### config.mk
export PLATFORM = sky130hd
export DESIGN_NAME = press_ram_dwell_controller_top
export DESIGN_NICKNAME = d
export VERILOG_FILES = /design/src/hw/rtl/prdc_pkg.sv /design/src/hw/rtl/prdc_debounce.sv /design/src/hw/rtl/prdc_sequencer.sv /design/src/hw/rtl/press_ram_dwell_controller_top.sv
export SDC_FILE = /design/constraint.sdc
export NUM_CORES = 1
export LEC_CHECK = 0
export BUFFER_PORTS_ARGS = -buffer_cell sky130_fd_sc_hd__buf_2
export CORE_ASPECT_RATIO = 1.2
export CORE_MARGIN = 2
export CORE_UTILIZATION = 30
export DETAILED_ROUTE_END_ITERATION = 8
export PLACE_DENSITY = 0.54
export SETUP_SLACK_MARGIN = 0.1
export SKIP_CTS_REPAIR_TIMING = 1
export SLEW_MARGIN = 25
export SYNTH_ARGS = -nofsm -noshare
export SYNTH_HDL_FRONTEND = slang
export SYNTH_HIERARCHICAL = 1
export SYNTH_SLANG_ARGS = --single-unit
export TNS_END_PERCENT = 20
### constraint.sdc
create_clock -name clk -period 12.5 [get_ports clk]
set_clock_uncertainty 0.05 [all_clocks]
set_input_delay 1.875 -clock clk [delete_from_list [all_inputs] [get_ports clk]]
set_output_delay 1.875 -clock clk [all_outputs]
set_load 0.1 [all_outputs]
### src/hw/rtl/prdc_pkg.sv
// shared types, constants and helpers for the press ram dwell controller
`default_nettype none

package prdc_pkg;

    // widths of the configuration registers
    localparam int THRESH_W = 16;
    localparam int PULSE_W  = 16;
    localparam int STEP_W   = 20;
    localparam int CFG_W    = 20;
    localparam int IDX_W    = 2;

    // counter widths
    localparam int BOUNCE_CNT_W = 16;
    localparam int DWELL_W      = 12;
    localparam int DWELL_WIDE_W = 16;

    // default dip switch width
    localparam int DIP_WIDTH_DEFAULT = 8;

    // dwell steps per dip unit and the dwell ceiling
    localparam int DWELL_SCALE = 10;
    localparam int DWELL_MAX   = 4095;

    // register reset values
    localparam logic [THRESH_W-1:0] THRESH_RESET = 16'd50;
    localparam logic [PULSE_W-1:0]  PULSE_RESET  = 16'd100;
    localparam logic [STEP_W-1:0]   STEP_RESET   = 20'd100;

    // output tdata width: 18 payload bits padded to whole bytes
    localparam int OUT_W = 24;

    // configuration register indexes
    localparam logic [IDX_W-1:0] CFG_BOUNCE_THRESHOLD = 2'd0;
    localparam logic [IDX_W-1:0] CFG_PULSE_TICKS      = 2'd1;
    localparam logic [IDX_W-1:0] CFG_STEP_TICKS       = 2'd2;

    // phase codes as seen on the result stream
    localparam logic [1:0] PHASE_IDLE    = 2'd0;
    localparam logic [1:0] PHASE_RETRACT = 2'd1;
    localparam logic [1:0] PHASE_EXTEND  = 2'd2;
    localparam logic [1:0] PHASE_DWELL   = 2'd3;

    // sequencer state, one-hot
    typedef enum logic [3:0] {
        ST_IDLE    = 4'b0001,
        ST_RETRACT = 4'b0010,
        ST_EXTEND  = 4'b0100,
        ST_DWELL   = 4'b1000
    } phase_t;

    // debounced switch levels after the current sample
    typedef struct packed {
        logic up;
        logic down;
    } levels_t;

    // sequencer view of the current tick
    typedef struct packed {
        logic               extend;
        logic               retract;
        logic [1:0]         phase;
        logic [DWELL_W-1:0] dwell_left;
    } seq_out_t;

    // map the one-hot state to its stream code
    function automatic logic [1:0] phase_code(input phase_t st);
        logic [1:0] code;
        case (st)
            ST_IDLE:    code = PHASE_IDLE;
            ST_RETRACT: code = PHASE_RETRACT;
            ST_EXTEND:  code = PHASE_EXTEND;
            ST_DWELL:   code = PHASE_DWELL;
            default:    code = PHASE_IDLE;
        endcase
        return code;
    endfunction

endpackage

`default_nettype wire

### src/hw/rtl/prdc_debounce.sv
// saturating accumulator debouncer for one switch
`default_nettype none

module prdc_debounce
(
    input  wire logic                          clk,
    input  wire logic                          rst_n,
    input  wire logic                          advance,
    input  wire logic                          sample,
    input  wire logic [prdc_pkg::THRESH_W-1:0] threshold,
    output logic                               level_next
);

    logic                                last_reg;
    logic [prdc_pkg::BOUNCE_CNT_W-1:0]   count_reg;
    logic [prdc_pkg::BOUNCE_CNT_W-1:0]   count_next;
    logic [prdc_pkg::BOUNCE_CNT_W-1:0]   count_step;
    logic                                level_reg;

    // count up on a repeat, down on a change, both saturating
    always_comb
    begin
        if (sample == last_reg)
        begin
            count_step = (&count_reg) ? count_reg : count_reg + 1'b1;
        end
        else
        begin
            count_step = (count_reg == '0) ? count_reg : count_reg - 1'b1;
        end
        count_next = count_step;
        level_next = level_reg;
        if (count_step > threshold)
        begin
            level_next = sample;
            count_next = '0;
        end
    end

    // state update on each accepted sample
    always_ff @(posedge clk or negedge rst_n)
    begin
        if (!rst_n)
        begin
            last_reg  <= 1'b0;
            count_reg <= '0;
            level_reg <= 1'b0;
        end
        else if (advance)
        begin
            last_reg  <= sample;
            count_reg <= count_next;
            level_reg <= level_next;
        end
    end

endmodule

`default_nettype wire

### src/hw/rtl/prdc_sequencer.sv
// retract, extend and dwell sequencer with pulse and step timers
`default_nettype none

module prdc_sequencer
#(
    parameter int DIP_WIDTH = prdc_pkg::DIP_WIDTH_DEFAULT
)
(
    input  wire logic                          clk,
    input  wire logic                          rst_n,
    input  wire logic                          advance,
    input  wire prdc_pkg::levels_t             levels,
    input  wire logic [DIP_WIDTH-1:0]          dip,
    input  wire logic [prdc_pkg::PULSE_W-1:0]  pulse_ticks,
    input  wire logic [prdc_pkg::STEP_W-1:0]   step_ticks,
    output prdc_pkg::seq_out_t                 seq_out
);

    prdc_pkg::phase_t                   phase_reg;
    prdc_pkg::phase_t                   phase_next;
    logic [prdc_pkg::PULSE_W-1:0]       pulse_reg;
    logic [prdc_pkg::PULSE_W-1:0]       pulse_next;
    logic [prdc_pkg::PULSE_W-1:0]       pulse_inc;
    logic                               pulse_done;
    logic [prdc_pkg::DWELL_W-1:0]       dwell_reg;
    logic [prdc_pkg::DWELL_W-1:0]       dwell_next;
    logic [prdc_pkg::DWELL_W-1:0]       dwell_dec;
    logic [prdc_pkg::DWELL_W-1:0]       dwell_load;
    logic [prdc_pkg::DWELL_WIDE_W-1:0]  dwell_wide;
    logic [prdc_pkg::STEP_W-1:0]        step_reg;
    logic [prdc_pkg::STEP_W-1:0]        step_next;
    logic [prdc_pkg::STEP_W-1:0]        step_inc;
    logic                               step_done;

    // timer increments; a zero length acts as one tick
    assign pulse_inc  = pulse_reg + 1'b1;
    assign pulse_done = (pulse_inc >= pulse_ticks) || (pulse_inc == '0);
    assign step_inc   = step_reg + 1'b1;
    assign step_done  = (step_inc >= step_ticks) || (step_inc == '0);
    assign dwell_dec  = (dwell_reg == '0) ? dwell_reg : dwell_reg - 1'b1;

    // dwell length from the dip setting, clipped to the counter range
    assign dwell_wide = prdc_pkg::DWELL_WIDE_W'(dip)
                      * prdc_pkg::DWELL_WIDE_W'(prdc_pkg::DWELL_SCALE);
    assign dwell_load = (dwell_wide > prdc_pkg::DWELL_WIDE_W'(prdc_pkg::DWELL_MAX))
                      ? prdc_pkg::DWELL_W'(prdc_pkg::DWELL_MAX)
                      : dwell_wide[prdc_pkg::DWELL_W-1:0];

    // next state
    always_comb
    begin
        phase_next = phase_reg;
        pulse_next = pulse_reg;
        dwell_next = dwell_reg;
        step_next  = step_reg;
        case (phase_reg)
            prdc_pkg::ST_IDLE:
            begin
                if (levels.up)
                begin
                    phase_next = prdc_pkg::ST_RETRACT;
                    pulse_next = '0;
                end
                else if (levels.down)
                begin
                    dwell_next = dwell_load;
                    phase_next = prdc_pkg::ST_EXTEND;
                    pulse_next = '0;
                end
            end
            prdc_pkg::ST_RETRACT:
            begin
                pulse_next = pulse_done ? '0 : pulse_inc;
                if (pulse_done)
                begin
                    phase_next = prdc_pkg::ST_IDLE;
                end
            end
            prdc_pkg::ST_EXTEND:
            begin
                pulse_next = pulse_done ? '0 : pulse_inc;
                if (pulse_done)
                begin
                    step_next  = '0;
                    phase_next = (dwell_reg != '0) ? prdc_pkg::ST_DWELL
                                                   : prdc_pkg::ST_RETRACT;
                end
            end
            prdc_pkg::ST_DWELL:
            begin
                if (levels.up)
                begin
                    // abort the dwell
                    dwell_next = '0;
                    step_next  = '0;
                    phase_next = prdc_pkg::ST_RETRACT;
                    pulse_next = '0;
                end
                else
                begin
                    step_next = step_done ? '0 : step_inc;
                    if (step_done)
                    begin
                        dwell_next = dwell_dec;
                        if (dwell_dec == '0)
                        begin
                            phase_next = prdc_pkg::ST_RETRACT;
                            pulse_next = '0;
                        end
                    end
                end
            end
            default:
            begin
                phase_next = prdc_pkg::ST_RETRACT;
                pulse_next = '0;
            end
        endcase
    end

    // state registers
    always_ff @(posedge clk or negedge rst_n)
    begin
        if (!rst_n)
        begin
            phase_reg <= prdc_pkg::ST_RETRACT;
            pulse_reg <= '0;
            dwell_reg <= '0;
            step_reg  <= '0;
        end
        else if (advance)
        begin
            phase_reg <= phase_next;
            pulse_reg <= pulse_next;
            dwell_reg <= dwell_next;
            step_reg  <= step_next;
        end
    end

    // view of this tick, before its transition
    assign seq_out.extend     = (phase_reg == prdc_pkg::ST_EXTEND);
    assign seq_out.retract    = (phase_reg == prdc_pkg::ST_RETRACT);
    assign seq_out.phase      = prdc_pkg::phase_code(phase_reg);
    assign seq_out.dwell_left = dwell_reg;

endmodule

`default_nettype wire

### src/hw/rtl/press_ram_dwell_controller_top.sv
// top level of the press ram dwell controller
// Each input transfer is one sample tick: raw up and down switch samples
// and the dip dwell setting. Every tick yields one result transfer with the
// solenoid drives, the phase, the remaining dwell steps and the debounced
// switch levels. A tick is taken every clock unless a held result stalls: the
// debouncers and the sequencer update between the input handshake and the result
// register, so the block sustains one transfer per cycle while the output is not
// stalled, with the result shown in the cycle after its tick, and accepts a new
// tick while the held result is being taken. Configuration writes are always
// ready; write them only while no tick is in flight.
`default_nettype none

module press_ram_dwell_controller_top
#(
    parameter int DIP_WIDTH = prdc_pkg::DIP_WIDTH_DEFAULT,
    localparam int IN_W     = ((DIP_WIDTH + 2 + 7) / 8) * 8
)
(
    input  wire logic                        clk,
    input  wire logic                        rst_n,

    input  wire logic                        s_tvalid,
    output logic                             s_tready,
    // up_raw, down_raw, dip_setting
    input  wire logic [IN_W-1:0]             s_tdata,

    output logic                             m_tvalid,
    input  wire logic                        m_tready,
    // extend_drive, retract_drive, phase, dwell_left, up_pressed, down_pressed
    output logic [prdc_pkg::OUT_W-1:0]       m_tdata,

    input  wire logic                        cfg_valid,
    output logic                             cfg_ready,
    input  wire logic [prdc_pkg::IDX_W-1:0]  cfg_index,
    input  wire logic [prdc_pkg::CFG_W-1:0]  cfg_data
);

    localparam int PAD_W = prdc_pkg::OUT_W - prdc_pkg::DWELL_W - 6;

    logic [prdc_pkg::THRESH_W-1:0]  thresh_reg;
    logic [prdc_pkg::PULSE_W-1:0]   pulse_ticks_reg;
    logic [prdc_pkg::STEP_W-1:0]    step_ticks_reg;
    logic                           advance;
    prdc_pkg::levels_t              levels;
    prdc_pkg::seq_out_t             seq_out;
    logic                           out_valid_reg;
    logic [prdc_pkg::OUT_W-1:0]     out_data_reg;

    // configuration registers
    assign cfg_ready = 1'b1;

    always_ff @(posedge clk or negedge rst_n)
    begin
        if (!rst_n)
        begin
            thresh_reg      <= prdc_pkg::THRESH_RESET;
            pulse_ticks_reg <= prdc_pkg::PULSE_RESET;
            step_ticks_reg  <= prdc_pkg::STEP_RESET;
        end
        else if (cfg_valid)
        begin
            case (cfg_index)
                prdc_pkg::CFG_BOUNCE_THRESHOLD:
                    thresh_reg <= cfg_data[prdc_pkg::THRESH_W-1:0];
                prdc_pkg::CFG_PULSE_TICKS:
                    pulse_ticks_reg <= cfg_data[prdc_pkg::PULSE_W-1:0];
                prdc_pkg::CFG_STEP_TICKS:
                    step_ticks_reg <= cfg_data;
                default:
                begin
                end
            endcase
        end
    end

    // input transfer whenever the result slot frees up
    assign s_tready = !out_valid_reg || m_tready;
    assign advance  = s_tvalid && s_tready;

    // switch debouncers
    prdc_debounce u_up_debounce
    (
        .clk        (clk),
        .rst_n      (rst_n),
        .advance    (advance),
        .sample     (s_tdata[0]),
        .threshold  (thresh_reg),
        .level_next (levels.up)
    );

    prdc_debounce u_down_debounce
    (
        .clk        (clk),
        .rst_n      (rst_n),
        .advance    (advance),
        .sample     (s_tdata[1]),
        .threshold  (thresh_reg),
        .level_next (levels.down)
    );

    // phase sequencer
    prdc_sequencer
    #(
        .DIP_WIDTH (DIP_WIDTH)
    )
    u_sequencer
    (
        .clk         (clk),
        .rst_n       (rst_n),
        .advance     (advance),
        .levels      (levels),
        .dip         (s_tdata[DIP_WIDTH+1:2]),
        .pulse_ticks (pulse_ticks_reg),
        .step_ticks  (step_ticks_reg),
        .seq_out     (seq_out)
    );

    // result register
    always_ff @(posedge clk or negedge rst_n)
    begin
        if (!rst_n)
        begin
            out_valid_reg <= 1'b0;
        end
        else if (advance)
        begin
            out_valid_reg <= 1'b1;
        end
        else if (m_tready)
        begin
            out_valid_reg <= 1'b0;
        end
    end

    always_ff @(posedge clk)
    begin
        if (advance)
        begin
            out_data_reg <= {PAD_W'(0), levels.down, levels.up, seq_out.dwell_left,
                             seq_out.phase, seq_out.retract, seq_out.extend};
        end
    end

    assign m_tvalid = out_valid_reg;
    assign m_tdata  = out_data_reg;

    // an accepted tick always shows up as a result next cycle
    a_accept_gives_result: assert property (@(posedge clk) disable iff (!rst_n)
        advance |=> m_tvalid)
    else $error("accepted tick produced no result");

    // a held result blocks new ticks
    a_stall_blocks_input: assert property (@(posedge clk) disable iff (!rst_n)
        (m_tvalid && !m_tready) |-> !s_tready)
    else $error("input accepted while result stalled");

    // remaining dwell only shows during the extend pulse or the dwell
    a_dwell_phase: assert property (@(posedge clk) disable iff (!rst_n)
        (m_tvalid && (m_tdata[15:4] != '0)) |->
        ((m_tdata[3:2] == prdc_pkg::PHASE_EXTEND) ||
         (m_tdata[3:2] == prdc_pkg::PHASE_DWELL)))
    else $error("dwell count outside extend or dwell phase");

endmodule

`default_nettype wire

==> impl_results.md, run 1 <==
* Result of the run: finished clean
* Residual DRC at 0
* Gate count of the mapped netlist at between 1k and 1.5k
* Final min period at roughly 8100 ps
* Root buffer cell: clkbuf_16
* Grt total ovfl at 0
* Largest net degree at the start of global routing at ~90
* Worst Path Class, Setup: in2reg
* Crit path max-delay family: simple AND/OR/NAND/NOR gates
* Initial core utilization at 0.303
* Total setup violations reported at the end of the flow at 0
* Dominant register cell in the synthesized netlist: dfrtp_1
* Yosys warning total at 6
* Synth unique cells at 108
* Max rail drop VDD at 102 uV
* Class of the worst hold path: reg2reg
* Vias in the first global route at 9,462
* Number of top-level design ports at 70
* Ratio of final minimum period to clock period at 0.650
* Unrepaired setup endpoints after global routing: no
* Number of enable-type register cells in the synthesized netlist at 18
* Critical path data required time at 12,820 ps
* HPWL after DPL at 22,300 microns
* Final design area excluding fillers at 0.0132 sq mm
* Post-Route WL at 30,500 microns
* Portion of netlist area occupied by mux cells at 0.0784
* Startpoint kind of the worst setup timing path: input port
* Total standard cell area after synthesis at 0.0121 sq mm
* Aggregate negative setup slack at 0 ps
* Via count at between 9k and 10k
* Drt initial violations at 564
* Number of max-slew violations in the final report at 0
* XOR/XNOR share of the synthesized area at 0.0459
* Most frequent cells in the layout: dfrtp_1, inv_1, ha_1, nand2_1, nor2_1
* Fill cell count at 4,147
* Worst slew margin relative to its limit at 0.347
* Cells traversed along the worst timing path: buf_2, xor2_1, nand2_1, or4b_2, nand2_1, xnor2_1, ha_1, nand2_1, nor2_1, nand4_1, nor3_2, nor2_1, mux2_2, nand2b_2, a2111oi_4, nand3_2, nor2_1, mux2_2
* Crit end category: flop
* PD cells at 181 mW/mm^2
* Arithmetic-cell share of the synthesized area counting full adders, half adders and majority gates at 0.0961
* Final hold violation count at 0
* Input/output buffers at between 50 and 60
* Via density per instance at 5.22
* Async set-or-reset flop fraction in the synthesized netlist at 0.887
* Layout overhead on the synthesized area at 9.31%
* Floorplan die height at 224 microns
* Fraction of the core area covered by cells at the end of the flow at 0.332
* Die extent in x at approximately 190 microns
* Compound-gate portion of the synthesized area at 0.158
* Multi-input logic area at 0.00715 sq mm
* Number of iterations in the first detailed-routing pass at 5
* Instance count after placement with tap cells included at ~1.8k
* Buffer and inverter count on the worst path at 1
* Non-filler instance count after layout at 1,825
* Share of cells above drive strength 1 at 0.188
* Setup slack on the worst flop-to-flop path at ~5500 ps
* Antenna diodes at 0
* Number of buffers added by the clock tree synthesis step at 17
* Minimum setup slack in the final design at about 4400 ps
* Number of nets with antenna violations after detailed routing at 0
* Data arrival time of the critical path at 8440 ps
* CTS Buffer Depth at 2
* Largest family of logic cells by synthesized area: simple AND/OR/NAND/NOR gates
* Number of maximum-capacitance constraint violations at 0
* Worst-path clk slew at 70 ps
* Standard cell core area at 0.0397 sq mm
* Mean post-synth cell area at roughly 9.5 sq um
* Register bit count reported by yosys at 159
* Largest stage delay, worst path at roughly 940 ps
* Clock tree from TritonCTS: done
* Worst-Margin Slew at 976 ps
* Worst path slowest cell: nor2_1
* Routability congestion estimate from global placement at 0.841
* Net count reported at finish at 1,414
* Power consumption at 2.38 mW
* Crit path max fanout at 21
* Post-Synth Simple-Gate Area at 0.212
* Number of antenna violations at the first check in global routing at 0
* Area of the die at 0.0418 sq mm
* Register area at just over 0.004 sq mm
* Global-route wire length before repair at ~50,000 microns
* Skew-Pair Late Insertion Delay at 440 ps
* Highest Clock Rate at 123 MHz
* Clock sinks at 159
* Total number of H-tree levels at 4
* Final hold slack at approximately 460 ps
* Number of core rows at 80
* Post-Place Setup Slack at 4000 ps
* DP Area at about 0.013 sq mm
* All-layer global routing usage at 0.148
* Post-synthesis sequential area ratio at 0.339
* Leakage power total at about 5.8 nW
* Commonest non-fill, non-tap cell in the layout: dfrtp_1
* Routed WL per cell at between 15 and 20 microns
-- cell type report --
class	count	area share
clock buffers	20	0.0354
clock inverters	12	0.00750
inverters	105	0.0299
multi-input cells	936	0.543
flip-flops and latches	159	0.310
well taps	533	0.0506
repair buffers	60	0.0243
-- final timing paths --
path,startpoint,end,depth (start not counted)
setup reg to reg,u_up_debounce/count_reg[0]$_DFFE_PN0P_,u_sequencer/step_reg[0]$_DFFE_PN0P_,19
max in group asynchronous,rst_n,u_sequencer/step_reg[5]$_DFFE_PN0P_,2
min in group asynchronous,rst_n,u_up_debounce/count_reg[0]$_DFFE_PN0P_,1
hold reg to reg,u_down_debounce/level_reg$_DFFE_PN0P_,u_down_debounce/level_reg$_DFFE_PN0P_,1
setup / recovery,s_tdata[0],u_sequencer/step_reg[0]$_DFFE_PN0P_,18
hold / removal,u_down_debounce/level_reg$_DFFE_PN0P_,u_down_debounce/level_reg$_DFFE_PN0P_,1
-- layer usage --
layer  share of wire  global-route usage  routed length [microns]  vias up
li1                -                   -                        -     4645
met1            0.47               0.196                    14200     4683
met2            0.49               0.255                    14900      177
met3           0.036              0.0240                     1090       19
met4          0.0097              0.0323                      294        0
met5               0                   0                        0        -
-- synthesized netlist by cell type, types with 7 or more instances --
cell type	n	area, sq um
a21o_1	17	128
a21oi_1	42	210
a22o_1	26	228
a31o_1	7	61.3
a31oi_1	11	68.8
and3_1	11	68.8
and4_1	7	61.3
buf_2	33	165
buf_4	13	97.6
buf_6	9	101
clkbuf_1	19	71.3
dfrtp_1	131	3280
dfstp_2	10	263
edfxtp_1	18	541
ha_1	91	1140
inv_1	103	387
mux2_2	63	709
mux2i_1	16	160
nand2_1	85	319
nand2b_1	20	125
nand3_1	45	225
nand4_1	26	163
nor2_1	74	278
nor2b_1	13	81.3
nor3_1	37	185
nor4_1	25	156
nor4_4	7	149
o211ai_1	16	120
o21ai_0	36	180
o21bai_1	9	67.6
o22ai_1	18	113
o31ai_1	7	52.6
or2_2	10	62.6
or3_1	9	56.3
xnor2_1	44	385
xor2_1	16	140
-- power breakdown --
| part | total (mW) | internal [mW] | switching (mW) |
|---|---|---|---|
| logic | 1.04 | 0.414 | 0.624 |
| registers | 0.831 | 0.648 | 0.183 |
| clock network | 0.514 | 0.275 | 0.239 |
-- cells by family after synthesis --
logic type,count (synthesis)
compound gates,260
xor+xnor,61
fa+ha+maj,92
buf+inv,181
flops,159
mux,84
other cells,2
simple gates,432
No activity file was read; power rests on OpenSTA's default activity.
==> inputs of run 2 (changes only) <==
==> constraint.sdc (replaced) <==
create_clock -name clk -period 8.5 [get_ports clk]
set_clock_uncertainty 0.05 [all_clocks]
set_input_delay 1.275 -clock clk [delete_from_list [all_inputs] [get_ports clk]]
set_output_delay 1.275 -clock clk [all_outputs]
set_load 0.1 [all_outputs]
==> run 2 against run 1 <==
- largest cell class unchanged
- via count up 0.52%
- worst setup slack got worse by 2500 ps
- first-iteration DRC count is 8.0% higher
- largest power group unchanged
- register-to-register slack worse by 3100 ps
- critical path type unchanged
- combinational power rose by 48%
- hold slack worse by 2.1 ps
- core utilization increased by 0.13 points
- sequential share of layout area fell by 0.12 points
- die area did not move
- clock power up 43%
==> impl_results.md, run 2 (synthesis gave the netlist of run 1 again) <==
* Grt total ovfl at 0 (unchanged)
* Area of the die at 0.0418 sq mm (unchanged)
* Aggregate negative setup slack at 0 ps (unchanged)
* Critical register-to-register path startpoint: u_up_debounce/count_reg[1]$_DFFE_PN0P_ (was u_up_debounce/count_reg[0]$_DFFE_PN0P_)
* Clock sinks at 159 (unchanged)
* Final hold violation count at 0 (unchanged)
* Worst Path Class, Setup: in2reg (unchanged)
* Sw Share at 0.441 (was 0.439)
* Setup slack on the worst flop-to-flop path at 2370 ps (was 5520 ps)
* CP startpoint: s_tdata[0] (unchanged)
* Total setup violations reported at the end of the flow at 0 (unchanged)
* Max rail drop VDD at 151 uV (was 102 uV)
* Worst reg2reg path depth at 21 (was 19)
* Input/output buffers at 56 (unchanged)
* Power consumption at 3.50 mW (was 2.38 mW)
* Post-Route WL at 30,400 microns (was 30,500 microns)
* Ratio of final minimum period to clock period at 0.784
* PD cells at 264 mW/mm^2 (was 181 mW/mm^2)
* End point of the critical path: u_sequencer/step_reg[0]$_DFFE_PN0P_ (unchanged)
* Number of antenna violations at the first check in global routing at 1 (was 0)
* Number of buffers added by the clock tree synthesis step at 17 (unchanged)
* Standard cell core area at 0.0397 sq mm (unchanged)
* Buffer and inverter count on the worst path at 3 (was 1)
* Global-route wire length before repair at 49,800 microns (was 49,900 microns)
* Net count reported at finish at 1,420 (was 1,414)
* Routability congestion estimate from global placement at 0.844 (was 0.841)
* Startpoint kind of the worst setup timing path: input port (unchanged)
* Residual DRC at 0 (unchanged)
* Share of cells above drive strength 1 at 0.191 (was 0.188)
* Largest net degree at the start of global routing at 97 (was 89)
* Via count at 9,574 (was 9,524)
* Layout overhead on the synthesized area at 9.75% (was 9.31%)
* Number of iterations in the first detailed-routing pass at 6 (was 5)
* Clk network pwr share at 0.210 (was 0.216)
* Critical path data required time at 8820 ps (was 12,820 ps)
* HPWL after DPL at 22,400 microns (was 22,300 microns)
* All-layer global routing usage at 0.148 (about the same)
* Floorplan die height at 224 microns (unchanged)
* WP depth at 20 (was 18)
* Comb power frac at 0.441 (was 0.436)
* Worst-Margin Slew at 973 ps (was 976 ps)
* Largest stage delay, worst path at 750 ps (was 940 ps)
* Commonest non-fill, non-tap cell in the layout: dfrtp_1 (unchanged)
* Leakage power total at 5.82 nW (was 5.80 nW)
* Final min period at 6660 ps
* Crit end category: flop (unchanged)
* Worst path slowest cell: xor2_1 (was nor2_1)
* Net Switching at 1.54 mW (was 1.05 mW)
* Initial core utilization at 0.303 (unchanged)
* Total number of H-tree levels at 4 (unchanged)
* Highest Clock Rate at 150 MHz
* Number of nets with antenna violations after detailed routing at 0 (unchanged)
* Vias in the first global route at 9,446 (was 9,462)
* Number of core rows at 80 (unchanged)
* Worst-path clk slew at 70 ps (about the same)
* Clock tree from TritonCTS: done (unchanged)
* Internal power at 1.95 mW (was 1.34 mW)
* Root buffer cell: clkbuf_16 (unchanged)
* Number of top-level design ports at 70 (unchanged)
* Data arrival time of the critical path at 6990 ps (was 8440 ps)
* CTS Buffer Depth at 2 (unchanged)
* Result of the run: finished clean (unchanged)
* Drt initial violations at 609 (was 564)
* Die extent in x at 187 microns (unchanged)
* Crit path max fanout at 21 (unchanged)
* Crit path max-delay family: simple AND/OR/NAND/NOR gates (unchanged)
* End of the worst register-to-register path: u_sequencer/step_reg[0]$_DFFE_PN0P_ (unchanged)
* Worst slew margin relative to its limit at 0.347 (about the same)
* Number of maximum-capacitance constraint violations at 0 (unchanged)
* Cells traversed along the worst timing path: buf_2, xor2_1, nand2_1, or4b_2, nand2_1, xnor2_1, ha_1, nand2_1, nor2_1, nand4_1, o2111a_1, nor2_1, mux2_2, nand2b_2, a2111oi_4, nand3_2, buf_4, nor2_1, buf_4, mux2_2 (was buf_2, xor2_1, nand2_1, or4b_2, nand2_1, xnor2_1, ha_1, nand2_1, nor2_1, nand4_1, nor3_2, nor2_1, mux2_2, nand2b_2, a2111oi_4, nand3_2, nor2_1, mux2_2)
* Unrepaired setup endpoints after global routing: no (unchanged)
* Most frequent cells in the layout: dfrtp_1, inv_1, ha_1, nand2_1, nor2_1 (unchanged)
* Via density per instance at 5.23 (was 5.22)
* Number of max-slew violations in the final report at 0 (unchanged)
* Routed WL per cell at 16.6 microns (was 16.7 microns)
* Skew-Pair Late Insertion Delay at 440 ps (about the same)
* Flop pwr share at 0.350 (was 0.348)
* Class of the worst hold path: reg2reg (unchanged)
-- run 2: cell types whose count changed in the layout (fill, tap and decap cells not counted) --
cell	delta
buf_16	+1
buf_4	+5
clkbuf_1	+1
clkbuf_8	-2
clkinv_2	-1
clkinv_4	+1
clkinvlp_4	+3
diode_2	+1
inv_6	-2
-- run 2: through the flow --
step	hold WS, ps	utilization	instances	cell area (sq um)	setup WS, ps
6_report	456	0.333	1832	13200	1840
5_1_grt	465	0.333	1831	13200	1370
4_1_cts	458	0.332	1830	13200	1930
3_5_place_dp	443	0.318	1798	12600	1470
3_3_place_gp	433	0.318	1797	12600	1490
2_1_floorplan	370	-	1276	12100	2840
-- run 2: worst min path at each step --
stage / start / endpoint / cells after the start
after detailed placement: pulse_ticks_reg[4]$_DFFE_PN0P_ / pulse_ticks_reg[4]$_DFFE_PN0P_ / 1
after global placement: u_down_debounce/level_reg$_DFFE_PN0P_ / u_down_debounce/level_reg$_DFFE_PN0P_ / 1
after floorplan: u_sequencer/dwell_reg[8]$_DFFE_PN0P_ / m_tdata[12]$_DFFE_PP_ / 0
after global routing: pulse_ticks_reg[4]$_DFFE_PN0P_ / pulse_ticks_reg[4]$_DFFE_PN0P_ / 1
after CTS: pulse_ticks_reg[4]$_DFFE_PN0P_ / pulse_ticks_reg[4]$_DFFE_PN0P_ / 1
final: u_up_debounce/level_reg$_DFFE_PN0P_ / u_up_debounce/level_reg$_DFFE_PN0P_ / 1
-- run 2: area by class of cell --
cell class / count / area, sq um
diodes: 1 / 2.50
multi-input cells: 936 / 7150
clock inverters: 13 / 108
clock buffers: 19 / 443
fillers: 4132 / 26500
inverters: 105 / 394
flip-flops and latches: 159 / 4080
repair buffers: 66 / 385
well taps: 533 / 667
-- run 2: layer usage --
metal / global-route usage / share of wire
met1: 0.195 / 0.48
met2: 0.251 / 0.48
met3: 0.0251 / 0.030
met4: 0.0397 / 0.016
met5: 0 / 0
-- run 2: power groups by stage --
stage | Sequential [mW] | Clock [mW] | Combinational, mW
5_1_grt | 1.26 | 0.793 | 1.72
3_5_place_dp | 1.23 | 0 | 1.54
6_report | 1.22 | 0.734 | 1.54
2_1_floorplan | 1.20 | 0 | 1.23
3_3_place_gp | 1.23 | 0 | 1.51
4_1_cts | 1.22 | 0.761 | 1.55
-- run 2: worst register-to-register path, stage by stage, from the launching register on --
cell       delay (ps)
dfrtp_1           460
inv_1             130
ha_1              160
or3b_2            530
nor4_4            440
nor4_1            130
a41oi_1           300
xnor2_1           140
ha_1              310
nand2_1            70
nor2_1            140
nand4_1           170
o2111a_1          430
nor2_1            170
mux2_2            440
nand2b_2          330
a2111oi_4         570
nand3_2           120
buf_4             250
nor2_1            320
buf_4             250
mux2_2            160
